--- config.mk ---
export PLATFORM = sky130hd
export DESIGN_NAME = fixed_packet_deframer
export DESIGN_NICKNAME = d
export VERILOG_FILES = /design/src/rtl/core/fpd_pkg.sv /design/src/rtl/core/fpd_cfg_regs.sv /design/src/rtl/core/fixed_packet_deframer.sv
export SDC_FILE = /design/constraint.sdc
export NUM_CORES = 1
export LEC_CHECK = 0
export BUFFER_PORTS_ARGS = -buffer_cell sky130_fd_sc_hd__buf_2
export CELL_PAD_IN_SITES_DETAIL_PLACEMENT = 1
export CELL_PAD_IN_SITES_GLOBAL_PLACEMENT = 1
export CORE_ASPECT_RATIO = 2
export CORE_UTILIZATION = 39
export DETAILED_ROUTE_END_ITERATION = 8
export GPL_ROUTABILITY_DRIVEN = 0
export PLACE_DENSITY = 0.79
export SETUP_SLACK_MARGIN = 0.2
export SYNTH_ARGS = -nofsm -noshare
export SYNTH_HDL_FRONTEND = slang
export SYNTH_SLANG_ARGS = --single-unit
--- constraint.sdc ---
create_clock -name clk -period 5.5 [get_ports clk]
set_input_delay 0.275 -clock clk [delete_from_list [all_inputs] [get_ports clk]]
set_output_delay 0.275 -clock clk [all_outputs]
set_load 0.03 [all_outputs]
--- src/rtl/core/fpd_pkg.sv ---
`default_nettype none

package fpd_pkg;

  localparam int BYTE_W     = 8;
  localparam int POS_W      = 4;
  localparam int CNT_W      = 9;
  localparam int CFG_IDX_W  = 8;
  localparam int STATUS_W   = 3;

  // bytes shown on the result ports
  localparam int OUT_BYTES  = 11;
  localparam int LOW_BYTES  = 8;
  localparam int LOW_W      = LOW_BYTES * BYTE_W;
  localparam int HIGH_W     = (OUT_BYTES - LOW_BYTES) * BYTE_W;

  localparam logic [POS_W-1:0] BUTTONS_POS = POS_W'(2);
  localparam logic [POS_W-1:0] HAT_POS     = POS_W'(3);
  localparam logic [CNT_W-1:0] CNT_MAX     = '1;

  localparam logic [BYTE_W-1:0] HEADER_RST  = 8'd171;
  localparam logic [BYTE_W-1:0] TIMEOUT_RST = 8'd100;
  localparam logic [BYTE_W-1:0] BUTTONS_RST = 8'd63;
  localparam logic [BYTE_W-1:0] HAT_RST     = 8'd8;

  localparam logic [CFG_IDX_W-1:0] REG_HEADER  = CFG_IDX_W'(0);
  localparam logic [CFG_IDX_W-1:0] REG_TIMEOUT = CFG_IDX_W'(1);
  localparam logic [CFG_IDX_W-1:0] REG_BUTTONS = CFG_IDX_W'(2);
  localparam logic [CFG_IDX_W-1:0] REG_HAT     = CFG_IDX_W'(3);

  typedef enum logic [STATUS_W-1:0] {
    ST_NODATA  = 3'd0,
    ST_TIMEOUT = 3'd1,
    ST_HEADER  = 3'd2,
    ST_BUTTONS = 3'd3,
    ST_HAT     = 3'd4,
    ST_PARTIAL = 3'd5,
    ST_DONE    = 3'd6
  } status_t;

  typedef struct packed {
    logic [BYTE_W-1:0] header_value;
    logic [BYTE_W-1:0] timeout_limit;
    logic [BYTE_W-1:0] buttons_max;
    logic [BYTE_W-1:0] hat_max;
  } cfg_t;

endpackage

`default_nettype wire

--- src/rtl/core/fpd_cfg_regs.sv ---
`default_nettype none

module fpd_cfg_regs
  import fpd_pkg::*;
(
  input  wire logic                 clk,
  input  wire logic                 rst_n,
  input  wire logic                 wr_en,
  input  wire logic [CFG_IDX_W-1:0] wr_index,
  input  wire logic [BYTE_W-1:0]    wr_data,
  output cfg_t                      cfg
);

  cfg_t cfg_r;

  always_ff @(posedge clk) begin
    if (!rst_n) begin
      cfg_r.header_value  <= HEADER_RST;
      cfg_r.timeout_limit <= TIMEOUT_RST;
      cfg_r.buttons_max   <= BUTTONS_RST;
      cfg_r.hat_max       <= HAT_RST;
    end else if (wr_en) begin
      case (wr_index)
        REG_HEADER:  cfg_r.header_value  <= wr_data;
        REG_TIMEOUT: cfg_r.timeout_limit <= wr_data;
        REG_BUTTONS: cfg_r.buttons_max   <= wr_data;
        REG_HAT:     cfg_r.hat_max       <= wr_data;
        default: ;
      endcase
    end
  end

  assign cfg = cfg_r;

endmodule

`default_nettype wire

--- src/rtl/core/fixed_packet_deframer.sv ---
// the result of each input transfer is registered in the output register
// throughput: one input item per cycle while in_stall is low; the result register is the only stage
// input stalls only while a result waits in the output register and out_stall is high
// reset: configuration to defaults, position and stall count to zero, output empty
// the byte store is not reset; every byte is written before a packet is emitted
`default_nettype none

module fixed_packet_deframer
  import fpd_pkg::*;
#(
  parameter int PACKET_BYTES = 11
) (
  input  wire logic                 clk,
  input  wire logic                 rst_n,

  input  wire logic                 in_valid,
  output logic                      in_stall,
  input  wire logic                 in_func,
  input  wire logic [BYTE_W-1:0]    in_rx_byte,

  output logic                      out_valid,
  input  wire logic                 out_stall,
  output logic [STATUS_W-1:0]       out_status,
  output logic [LOW_W-1:0]          out_packet_low,
  output logic [HIGH_W-1:0]         out_packet_high,

  input  wire logic                 cfg_valid,
  output logic                      cfg_ready,
  input  wire logic [CFG_IDX_W-1:0] cfg_index,
  input  wire logic [BYTE_W-1:0]    cfg_data
);

  // the last byte comes straight from the input, so it is never stored
  localparam int STORE_DEPTH = PACKET_BYTES - 1;
  localparam int IDX_W       = $clog2(STORE_DEPTH);
  localparam logic [POS_W-1:0] LAST_POS = POS_W'(PACKET_BYTES - 1);

  cfg_t cfg;

  logic [BYTE_W-1:0] store_r [STORE_DEPTH];
  logic [POS_W-1:0]  pos_r, pos_nxt;
  logic [CNT_W-1:0]  cnt_r, cnt_nxt, cnt_inc;
  logic              wr_en;
  status_t           st_nxt;

  logic              out_valid_r, out_valid_nxt;
  status_t           status_r;
  logic [LOW_W-1:0]  packet_low_r;
  logic [HIGH_W-1:0] packet_high_r;

  logic [BYTE_W-1:0] pkt_byte [OUT_BYTES];
  logic [LOW_W-1:0]  pkt_low;
  logic [HIGH_W-1:0] pkt_high;
  logic              acc;

  assign cfg_ready = 1'b1;

  fpd_cfg_regs u_cfg (
    .clk      (clk),
    .rst_n    (rst_n),
    .wr_en    (cfg_valid && cfg_ready),
    .wr_index (cfg_index),
    .wr_data  (cfg_data),
    .cfg      (cfg)
  );

  assign in_stall = out_valid_r && out_stall;
  assign acc      = in_valid && !in_stall;

  assign cnt_inc = (cnt_r == CNT_MAX) ? cnt_r : cnt_r + CNT_W'(1);

  always_comb begin
    st_nxt  = ST_NODATA;
    pos_nxt = pos_r;
    cnt_nxt = cnt_r;
    wr_en   = 1'b0;
    if (in_func) begin
      if (pos_r != '0) begin
        if (cnt_inc > {1'b0, cfg.timeout_limit}) begin
          st_nxt  = ST_TIMEOUT;
          pos_nxt = '0;
          cnt_nxt = '0;
        end else begin
          cnt_nxt = cnt_inc;
        end
      end
    end else if (pos_r == '0 && in_rx_byte != cfg.header_value) begin
      st_nxt = ST_HEADER;
    end else if (pos_r == BUTTONS_POS && in_rx_byte > cfg.buttons_max) begin
      st_nxt  = ST_BUTTONS;
      pos_nxt = '0;
    end else if (pos_r == HAT_POS && in_rx_byte > cfg.hat_max) begin
      st_nxt  = ST_HAT;
      pos_nxt = '0;
    end else if (pos_r != LAST_POS) begin
      st_nxt  = ST_PARTIAL;
      wr_en   = 1'b1;
      pos_nxt = pos_r + POS_W'(1);
    end else begin
      st_nxt  = ST_DONE;
      pos_nxt = '0;
    end
  end

  // packet bytes past the configured length read as zero
  for (genvar g = 0; g < OUT_BYTES; g++) begin : g_pkt
    if (g < STORE_DEPTH) begin : g_store
      assign pkt_byte[g] = store_r[g];
    end else if (g == STORE_DEPTH) begin : g_last
      assign pkt_byte[g] = in_rx_byte;
    end else begin : g_zero
      assign pkt_byte[g] = '0;
    end
    if (g < LOW_BYTES) begin : g_low
      assign pkt_low[g*BYTE_W +: BYTE_W] = pkt_byte[g];
    end else begin : g_high
      assign pkt_high[(g-LOW_BYTES)*BYTE_W +: BYTE_W] = pkt_byte[g];
    end
  end

  assign out_valid_nxt = acc || (out_valid_r && out_stall);

  always_ff @(posedge clk) begin
    if (!rst_n) begin
      pos_r       <= '0;
      cnt_r       <= '0;
      out_valid_r <= 1'b0;
    end else begin
      out_valid_r <= out_valid_nxt;
      if (acc) begin
        pos_r <= pos_nxt;
        cnt_r <= cnt_nxt;
      end
    end
  end

  always_ff @(posedge clk) begin
    if (acc && wr_en) begin
      store_r[pos_r[IDX_W-1:0]] <= in_rx_byte;
    end
    if (acc) begin
      status_r      <= st_nxt;
      packet_low_r  <= (st_nxt == ST_DONE) ? pkt_low : '0;
      packet_high_r <= (st_nxt == ST_DONE) ? pkt_high : '0;
    end
  end

  assign out_valid       = out_valid_r;
  assign out_status      = status_r;
  assign out_packet_low  = packet_low_r;
  assign out_packet_high = packet_high_r;

  a_done_restarts: assert property (@(posedge clk) disable iff (!rst_n)
    (acc && st_nxt == ST_DONE) |=> (pos_r == '0))
    else $error("packet done did not return to start");

  a_timeout_clears: assert property (@(posedge clk) disable iff (!rst_n)
    (acc && st_nxt == ST_TIMEOUT) |=> (cnt_r == '0 && pos_r == '0))
    else $error("timeout did not clear count and position");

  a_stall_counts: assert property (@(posedge clk) disable iff (!rst_n)
    (acc && in_func && pos_r != '0 && st_nxt == ST_NODATA) |=> (cnt_r != '0))
    else $error("mid-packet failed read not counted");

  a_result_held: assert property (@(posedge clk) disable iff (!rst_n)
    (out_valid_r && out_stall) |=> (out_valid_r && $stable(status_r)))
    else $error("waiting result lost");

  a_pos_range: assert property (@(posedge clk) disable iff (!rst_n)
    acc |=> (pos_r <= LAST_POS))
    else $error("position beyond packet length");

endmodule

`default_nettype wire

**After elaboration in Yosys (flattened, before gate mapping)**

Memory sizes are Yosys's and may differ from the RTL's. A register that Yosys moved wholly into a read port is not among the register bits.
Index checks and enable logic that the tools add are counted.

- Memories kept: 1
- Memory bits (writable): 80
- Input bits: 30
- Register bits: 73
- Output and inout port bits: 94
- Word-level logic and storage cells: 77

- Reductions and logical operators: 27
- Muxes and demuxes: 23
- Add/subtract/negate cells: 2
- Eq/ne operators: 12
- Magnitude comparators: 3

Memory list:

| memory | words | bits a word | rd ports | clocked after Yosys merged registers in | wr ports | RTL line | source |
|---|---|---|---|---|---|---|---|
| store_r | 10 | 8 | 10 | 10 | 1 | fixed_packet_deframer.sv:40 | `logic [BYTE_W-1:0] store_r [STORE_DEPTH];` |

Operators by type and width:

| cell | count |
|---|---|
| 4-bit two-way mux | 7 |
| 9-bit two-way mux | 2 |
| 8-bit by 2-bit == test with 1-bit output, second input constant | 2 |
| 8-bit greater-than comparator | 2 |
| 1-bit logical NOT | 11 |
| 9-bit by 1-bit adder with 9-bit output, second input constant | 1 |
| 9-bit == test, second input constant | 1 |
| 9-bit by 8-bit greater-than comparator with 1-bit output | 1 |
| 1-bit two-way mux | 9 |
| 3-bit two-way mux | 3 |
| 4-bit by 2-bit == test with 1-bit output, second input constant | 2 |
| 8-bit by 1-bit == test with 1-bit output, second input constant | 1 |
| 8-bit logical NOT | 1 |
| 8-bit != test | 1 |
| 2-bit AND reduction | 4 |
| 1-bit logical AND | 6 |
| 4-bit by 1-bit adder with 4-bit output, second input constant | 1 |
| 4-bit logical NOT | 1 |
| 2-bit two-way mux | 2 |
| 2-bit by 1-bit != test with 1-bit output, second input constant | 2 |
| 4-bit != test, second input constant | 1 |
| 4-bit AND reduction | 1 |
| 4-bit nonzero test | 1 |
| 3-bit == test, second input constant | 1 |
| other kinds (3) | 3 |

**Logic depth before layout (Yosys ltp)**

Gate-level depths: netlist of the first run.

- Depth in word-level cells: 9
- Gate-level depth with buffers: 15
- Gate-level depth less buffers: 13

**Hierarchy**

From an unflattened synthesis of the first run, not the netlist that was laid out.

- Cell total of the unflattened synthesis: 626
- Area, all modules: 8831.0 sq um

By module, submodules not included:

| module | instances | area an instance (sq um) | cells an instance | seq. area each (sq um) |
|---|---|---|---|---|
| fixed_packet_deframer | 1 | 7509.7 | 500 | 5415.2 |
| fpd_cfg_regs | 1 | 1321.3 | 126 | 640.6 |

**Worst setup path before layout of the first run**

Ideal clock, no wire load.

- Kind: reg2reg
- Start point: register out_valid_r, in the netlist out_valid
- End point: memory store_r[1][0] (enable)
- Stages on the path, launching flop included: 6
- Period minus slack after synthesis: 4.217 ns
- Path slack: 1.283 ns
- Buffers on the path: 0
- Arrival time: 3.819 ns
- Library setup time: 0.398 ns
- Required time: 5.102 ns
- Cells stage by stage: dfxtp_1 > nand2_1 > nand2_1 > inv_1 > nand3_2 > nor4b_1

- Cells in the longest elaborated chain, start to end: 6

Ends and longest elaborated chain:

| item | RTL line | source |
|---|---|---|
| start, declared | fixed_packet_deframer.sv:46 | `logic out_valid_r, out_valid_nxt;` |
| start signal, assigned | fixed_packet_deframer.sv:129 | `out_valid_r <= out_valid_nxt;` |
| 1-bit logical AND | fixed_packet_deframer.sv:67 | `assign in_stall = out_valid_r && out_stall;` |
| 1-bit logical NOT | fixed_packet_deframer.sv:68 | `assign acc = in_valid && !in_stall;` |
| 1-bit logical AND | fixed_packet_deframer.sv:68 |  |
| via acc | fixed_packet_deframer.sv:54 | `logic acc;` |
| 1-bit logical AND | fixed_packet_deframer.sv:138 | `if (acc && wr_en) begin` |
| 1-bit two-way mux | fixed_packet_deframer.sv:138 |  |
| 1-bit two-way mux (not written as such) | fixed_packet_deframer.sv:139 | `store_r[pos_r[IDX_W-1:0]] <= in_rx_byte;` |
| end, declared | fixed_packet_deframer.sv:40 |  |

The timed path passes the listed nets, and every way through them passes these cells.

**Worst setup path in the final report of the first run**

- Start point: register cnt_r[0]
- End point: register pos_r[3]

- Cells in the longest elaborated chain, start to end: 5
- Elaborated cells between the ends (all ways): 6
- Classes of those cells: 1 x add/sub; 1 x order compare; 2 x eq/ne; 1 x mux; 1 x reduce/logical

Ends and longest elaborated chain:

| item | RTL line | source |
|---|---|---|
| start, declared | fixed_packet_deframer.sv:42 | `logic [CNT_W-1:0] cnt_r, cnt_nxt, cnt_inc;` |
| start signal, assigned | fixed_packet_deframer.sv:132 | `cnt_r <= cnt_nxt;` |
| 9-bit by 1-bit adder with 9-bit output or 9-bit == test (tied branches) | fixed_packet_deframer.sv:70 | `assign cnt_inc = (cnt_r == CNT_MAX) ? cnt_r : cnt_r + CNT_W'(1);` |
| 9-bit two-way mux (*) | fixed_packet_deframer.sv:70 |  |
| 9-bit by 8-bit greater-than comparator with 1-bit output (*) | fixed_packet_deframer.sv:79 | `if (cnt_inc > {1'b0, cfg.timeout_limit}) begin` |
| 2-bit by 1-bit != test with 1-bit output (no line) (*) | n/a |  |
| 4-bit AND reduction (no line) (*) | n/a |  |
| end signal, assigned | fixed_packet_deframer.sv:131 | `pos_r <= pos_nxt;` |
| end, declared | fixed_packet_deframer.sv:41 | `logic [POS_W-1:0] pos_r, pos_nxt;` |

Mark *: on every way between the ends. The rest lies on a longest branch, timed or not.
A chain may end at the register's enable or synchronous reset.

==> results of run 1 <==
==> power breakdown <==
part           internal [mW]  switching [mW]  total, mW
Clock                  0.820           0.589       1.41
Sequential              1.80         0.00981       1.81
Combinational         0.0380           0.139      0.177
Total                   2.65           0.737       3.39
==> cell type report <==
class,count,area share
timing repair buffer,127,0.0639
inverter,28,0.0106
clock buffer,22,0.0510
multi-input combinational,335,0.229
sequential,217,0.597
clock inverter,11,0.0143
tap,273,0.0337
==> kinds of logic after synthesis <==
logic type / count (synthesis)
adder cells (fa/ha/maj): 25
other: 1
XOR/XNOR: 12
buffers and inverters: 62
flip-flops: 217
multiplexers: 33
AO/OA/AOI/OAI: 46
AND/OR/NAND/NOR: 218
==> layout by cell type (no fill, tap or decap), types with 7 or more instances in the layout <==
| cell type | netlist | routed |
|---|---|---|
| xor2_1 | 9 | 9 |
| nand3_1 | 12 | 12 |
| ha_1 | 25 | 25 |
| edfxtp_1 | 171 | 171 |
| nand2_1 | 37 | 37 |
| mux2i_1 | 32 | 32 |
| nand4_1 | 12 | 12 |
| a21oi_1 | 18 | 18 |
| clkbuf_16 | 0 | 19 |
| nor2_1 | 31 | 31 |
| inv_1 | 28 | 27 |
| dfxtp_1 | 46 | 46 |
| buf_2 | 0 | 122 |
| and3_1 | 95 | 95 |
| nor3_1 | 7 | 7 |
==> state kept, by name, indices dropped and copies added (netlist names) <==
register / flops
cnt_r: 9
u_cfg.cfg: 32
out_packet_low: 64
out_packet_high: 24
out_valid: 1
out_status: 3
store_r: 80
pos_r: 4
==> through the flow <==
| step | hold WS [ns] | cell area (sq um) |
|---|---|---|
| after floorplan | 0.374 | 8620 |
| after global placement | 0.458 | 9480 |
| after detailed placement | 0.464 | 9480 |
| after CTS | 0.0100 | 10100 |
| after global routing | 0.0306 | 10100 |
| final | 0.0234 | 10100 |
==> path summary, 6_finish.rpt <==
kind,from,end,slack (ns),cells after the start
worst max-delay path,cnt_r[0]$_SDFFE_PN0P_,pos_r[3]$_SDFFE_PN0P_,1.87,13
worst min-delay path,in_valid,out_valid$_SDFF_PN0_,0.02,2
worst max register to register,cnt_r[0]$_SDFFE_PN0P_,pos_r[3]$_SDFFE_PN0P_,1.87,13
worst min register to register,u_cfg.cfg[18]$_SDFFE_PN1P_,u_cfg.cfg[18]$_SDFFE_PN1P_,0.48,2
==> per-layer routing <==
metal | GRT usage | routed length [um] | vias up
met3 | 0.0248 | 819 | 39
met1 | 0.186 | 7210 | 2629
met5 | 0 | 0 | -
met4 | 0.0846 | 744 | 0
met2 | 0.359 | 11500 | 148
li1 | - | - | 2491
==> worst max-delay path, cell delays in order (launching register included) <==
cell	delay [ns]
dfxtp_1	0.41
ha_1	0.23
and3_1	0.28
nand4_1	0.31
and2_1	0.29
nand3_1	0.15
xnor2_1	0.08
ha_1	0.30
nand4_1	0.15
o221ai_1	0.22
o21ai_0	0.18
a311o_1	0.47
a211oi_1	0.24
o32ai_1	0.14
==> reports/results.tsv, run 1 <==
metric	value	unit
status	completed	
grt_pass1_vias	5636	
cts-root-buf	clkbuf_16	
synth.ff_latch_count	217	
path_clk_slew	0.07	ns
drc	0	
worst_slack	1.87	ns
track_usage	0.183	
synth_top_area_frac	0.596	
ys_async_sr_fraction	0	
powerDensity	335	nW/um^2
vias_per_cell	5.24	
yosysSeqAreaShare	0.702	
vdd_drop_max	0.194	mV
drv_slew	0	
synthCells	614	
num_vias	5307	
timing_hold_violations_final	0	
synthToLayoutAreaGrowth	17.6	%
synth_cell_type_count	50	
grt_overflow_total	0	
ys.flop_type	edfxtp_1	
place_inst	980	
synth_area_leaders	edfxtp_1, dfxtp_1, and3_1	
clk_path_buf_depth	3	
dr.pass1.iters	4	
synth_top_family_by_area	simple AND/OR/NAND/NOR gates	
core	21600	sq um
dp_hpwl	13600	um
yosys.area_share.simple	0.146	
synth_area_per_cell	14.0	sq um
clk_latency	0.49	ns
fin_crit	3.63	ns
total_power	3.39	mW
syn_area	8620	sq um
finalCritPeriodShare	0.659	
finClkSkew	0.0157	ns
setup_tns	0	ns
wl	20300	um
post_cts_resized	0	
endpoint_kind	flip-flop	
cp.required	5.82	ns
rsz0062_at_grt	no	
nets	783	
synth_fa_ha_area_frac	0.0363	
antenna_found_initial	0	
fin_cells	1013	
yosysWarnings	0	
rows	76	
cts_tree	built	
synth_compound_area_frac	0.0353	
die_h	212	um
multiInputGateArea	2320	sq um
arrival	3.94	ns
cts.htree.levels	1	
synthMuxAreaShare	0.0385	
start_util	0.399	
drtIter0Drc	218	
post_cts_buffers	0	
fillers	2207	
cts_buffers	19	
yosys.area_share.xor_xnor	0.0122	
synthTopCellsByCount	edfxtp_1, and3_1, dfxtp_1, nand2_1, mux2i_1	
wl_per_cell	20.0	um
syn-num-nets	669	
insertedDiodeCount	0	
pre_cts_ws	1.84	ns
yosys.area.top_type	edfxtp_1	
cts.sinks	217	
fp.dieW	107	um
yosysMostFrequentCell	edfxtp_1	
tightestPinTransition	1.18	ns
postRouteAntennaNets	0	
io_pins	124	
relSlewSlack	0.214	
cp_max_fo	7	
drv_cap	0	
crit_path_start_kind	flip-flop	
power.static_leakage	4.30	nW
dieArea	22700	sq um
grt_max_degree	93	
ctsHoldBuffers	0	
final-setup-viol-count	0	
grt_pass1_wl	31200	um
post-route-util	0.470	
timing.fmax	276	MHz
holdCritPathClass	primary input to flip-flop	
seq_area	6060	sq um
drive_gt1_frac	0.232	
synth-edff-count	171	
crit_type	flip-flop to flip-flop	
portBuffers	122	
No activity file was read; power rests on OpenSTA's default activity.
==> run 2, diff against run 1 <==
- PLACE_DENSITY: 0.79 -> 0.82
- clock period: 5.5 -> 3.3 ns (I/O delays scaled with it)
==> run 2 against run 1 <==
Against the previous run: count of clock-buffer cells in the layout grew 4; sequential power up 66%; clock power grew 59%; largest cell class unchanged; core utilization grew 1.5 points; fmax increased by 18%; clock skew decreased by 0.0047 ns; design area up 3.2%; critical endpoint unchanged; cell count grew 3.4%; register-to-register slack got worse by 1.7 ns.
==> reports/results.tsv, run 2 (synthesis results as in run 1) <==
metric	value	unit	change
fp.dieW	107	um	unchanged
final-setup-viol-count	0		unchanged
fin_cells	1047		+3.4%
dp_hpwl	14200	um	+4.0%
num_vias	5482		+3.3%
finalCritPeriodShare	0.932		+0.273
largest_reg_flops	80		unchanged
whs	0.0166	ns	-0.00681 ns
powerDensity	531	nW/um^2	+59%
timing.fmax	325	MHz	+18%
clk_latency	0.50	ns	about the same
finClkSkew	0.0109	ns	-0.00474 ns
cts-root-buf	clkbuf_16		
wl	21100	um	+3.9%
relSlewSlack	0.177		-0.0376
postRouteAntennaNets	0		unchanged
endpoint_kind	flip-flop		
crit_path_max_incr_delay	0.45	ns	-0.02 ns
timing_hold_violations_final	0		unchanged
post-route-util	0.485		+0.0151
start_util	0.399		unchanged
drv_cap	0		unchanged
grt-busiest-layer	met2		
status	completed		
wl_per_cell	20.1	um	+0.50%
place_inst	995		+1.5%
drive_gt1_frac	0.274		+0.0415
antenna_found_initial	0		unchanged
final_cell_mix	edfxtp_1, buf_2, and3_1		
tightestPinTransition	1.24	ns	+0.0564 ns
die_h	212	um	unchanged
grt_pass1_vias	5781		+2.6%
cp_max_fo	5		-2
nets	815		+4.1%
portBuffers	122		unchanged
crit_top_cell	nand4_1		
clk_path_buf_depth	3		unchanged
insertedDiodeCount	0		unchanged
layout_commonest_cell	edfxtp_1		
use_met2	0.390		+0.0309
crit_slowest_cell	a311o_2		
drv_slew	0		unchanged
cts_tree	built		
use_met3	0.0215		-0.00337
track_usage	0.190		+0.00708
holdCritPathClass	primary input to flip-flop		
crit_path_start_kind	flip-flop		
path_clk_slew	0.07	ns	about the same
setup_tns	0	ns	unchanged
vias_per_cell	5.24		about the same
cts_buffers	20		+1
dr.pass1.iters	4		unchanged
total_power	5.56	mW	+64%
drtIter0Drc	257		+18%
grt_overflow_total	0		unchanged
grt_pass1_wl	31900	um	+2.2%
fillers	2188		-0.86%
fin_crit	3.08	ns	-0.549 ns
io_pins	124		unchanged
grt_max_degree	93		unchanged
drc	0		unchanged
cts.sinks	217		unchanged
dpl_cell_area	9590	sq um	+1.2%
arrival	3.42	ns	-0.52 ns
rsz0062_at_grt	yes		
worst_slack	0.224	ns	-1.65 ns
final_cell_area	10500	sq um	+3.2%
power.static_leakage	4.46	nW	+3.6%
vdd_drop_max	0.310	mV	+60%
rows	76		unchanged
core	21600	sq um	unchanged
dieArea	22700	sq um	unchanged
synthToLayoutAreaGrowth	21.4	%	
gr-usage-met1	0.181		-0.00429
crit_type	flip-flop to flip-flop		
cp.required	3.65	ns	-2.17 ns
cts.htree.levels	1		unchanged
pre_cts_ws	-0.0950	ns	-1.93 ns
path_cells	ha_4 > and3_4 > nand4_1 > and2_4 > nand3_4 > xnor2_2 > ha_1 > nand4_1 > o221ai_2 > o21ai_2 > a311o_2 > a211oi_2 > o32ai_2		
-- run 2: path summary, 6_finish.rpt --
| check | startpoint | end | slack [ns] | cells past startpoint |
|---|---|---|---|---|
| min | in_rx_byte[0] | store_r[2][0]$_DFFE_PP_ | 0.02 | 1 |
| max reg2reg | cnt_r[0]$_SDFFE_PN0P_ | pos_r[3]$_SDFFE_PN0P_ | 0.22 | 13 |
| min reg2reg | u_cfg.cfg[18]$_SDFFE_PN1P_ | u_cfg.cfg[18]$_SDFFE_PN1P_ | 0.49 | 2 |
| max | cnt_r[0]$_SDFFE_PN0P_ | pos_r[3]$_SDFFE_PN0P_ | 0.22 | 13 |
-- run 2: what timing repair did --
action | in CTS | in global routing
gates resized for setup | 9 | 17
endpoints found under the hold margin | 21 | 0
gates cloned | 0 | 0
setup endpoints to repair | 13 | 13
hold buffers | 9 | 0
pin swaps | 4 | 13
buffers inserted | 1 | 6
-- run 2: worst max-delay path, delay by kind of cell (launching register included) --
kind	cells	cell delay, ns
xor+xnor	1	0.17
flops	1	0.36
fa+ha+maj	2	0.47
simple gates	5	0.76
compound gates	5	1.15
-- run 2: report_power, final --
part	switching, mW	leakage [nW]	internal, mW	total, mW
clock network	1.00	0.321	1.24	2.24
logic	0.235	2.12	0.0718	0.306
registers	0.0177	2.02	2.99	3.01
total	1.25	4.46	4.31	5.56
-- run 2: per-layer routing --
layer	wire length, um	part of all wire	up-vias
met2	12600	0.60	146
li1	-	-	2568
met1	7080	0.34	2722
met5	0	0	-
met4	729	0.035	0
met3	669	0.032	46
-- run 2: area by class of cell --
type	count	area [sq um]	area share
repair buffers	158	903	0.0863
clock buffers	26	576	0.0550
multi-input cells	335	2410	0.230
clock inverters	10	60.1	0.00574
flip-flops and latches	217	6070	0.580
well taps	273	342	0.0326
inverters	28	109	0.0104
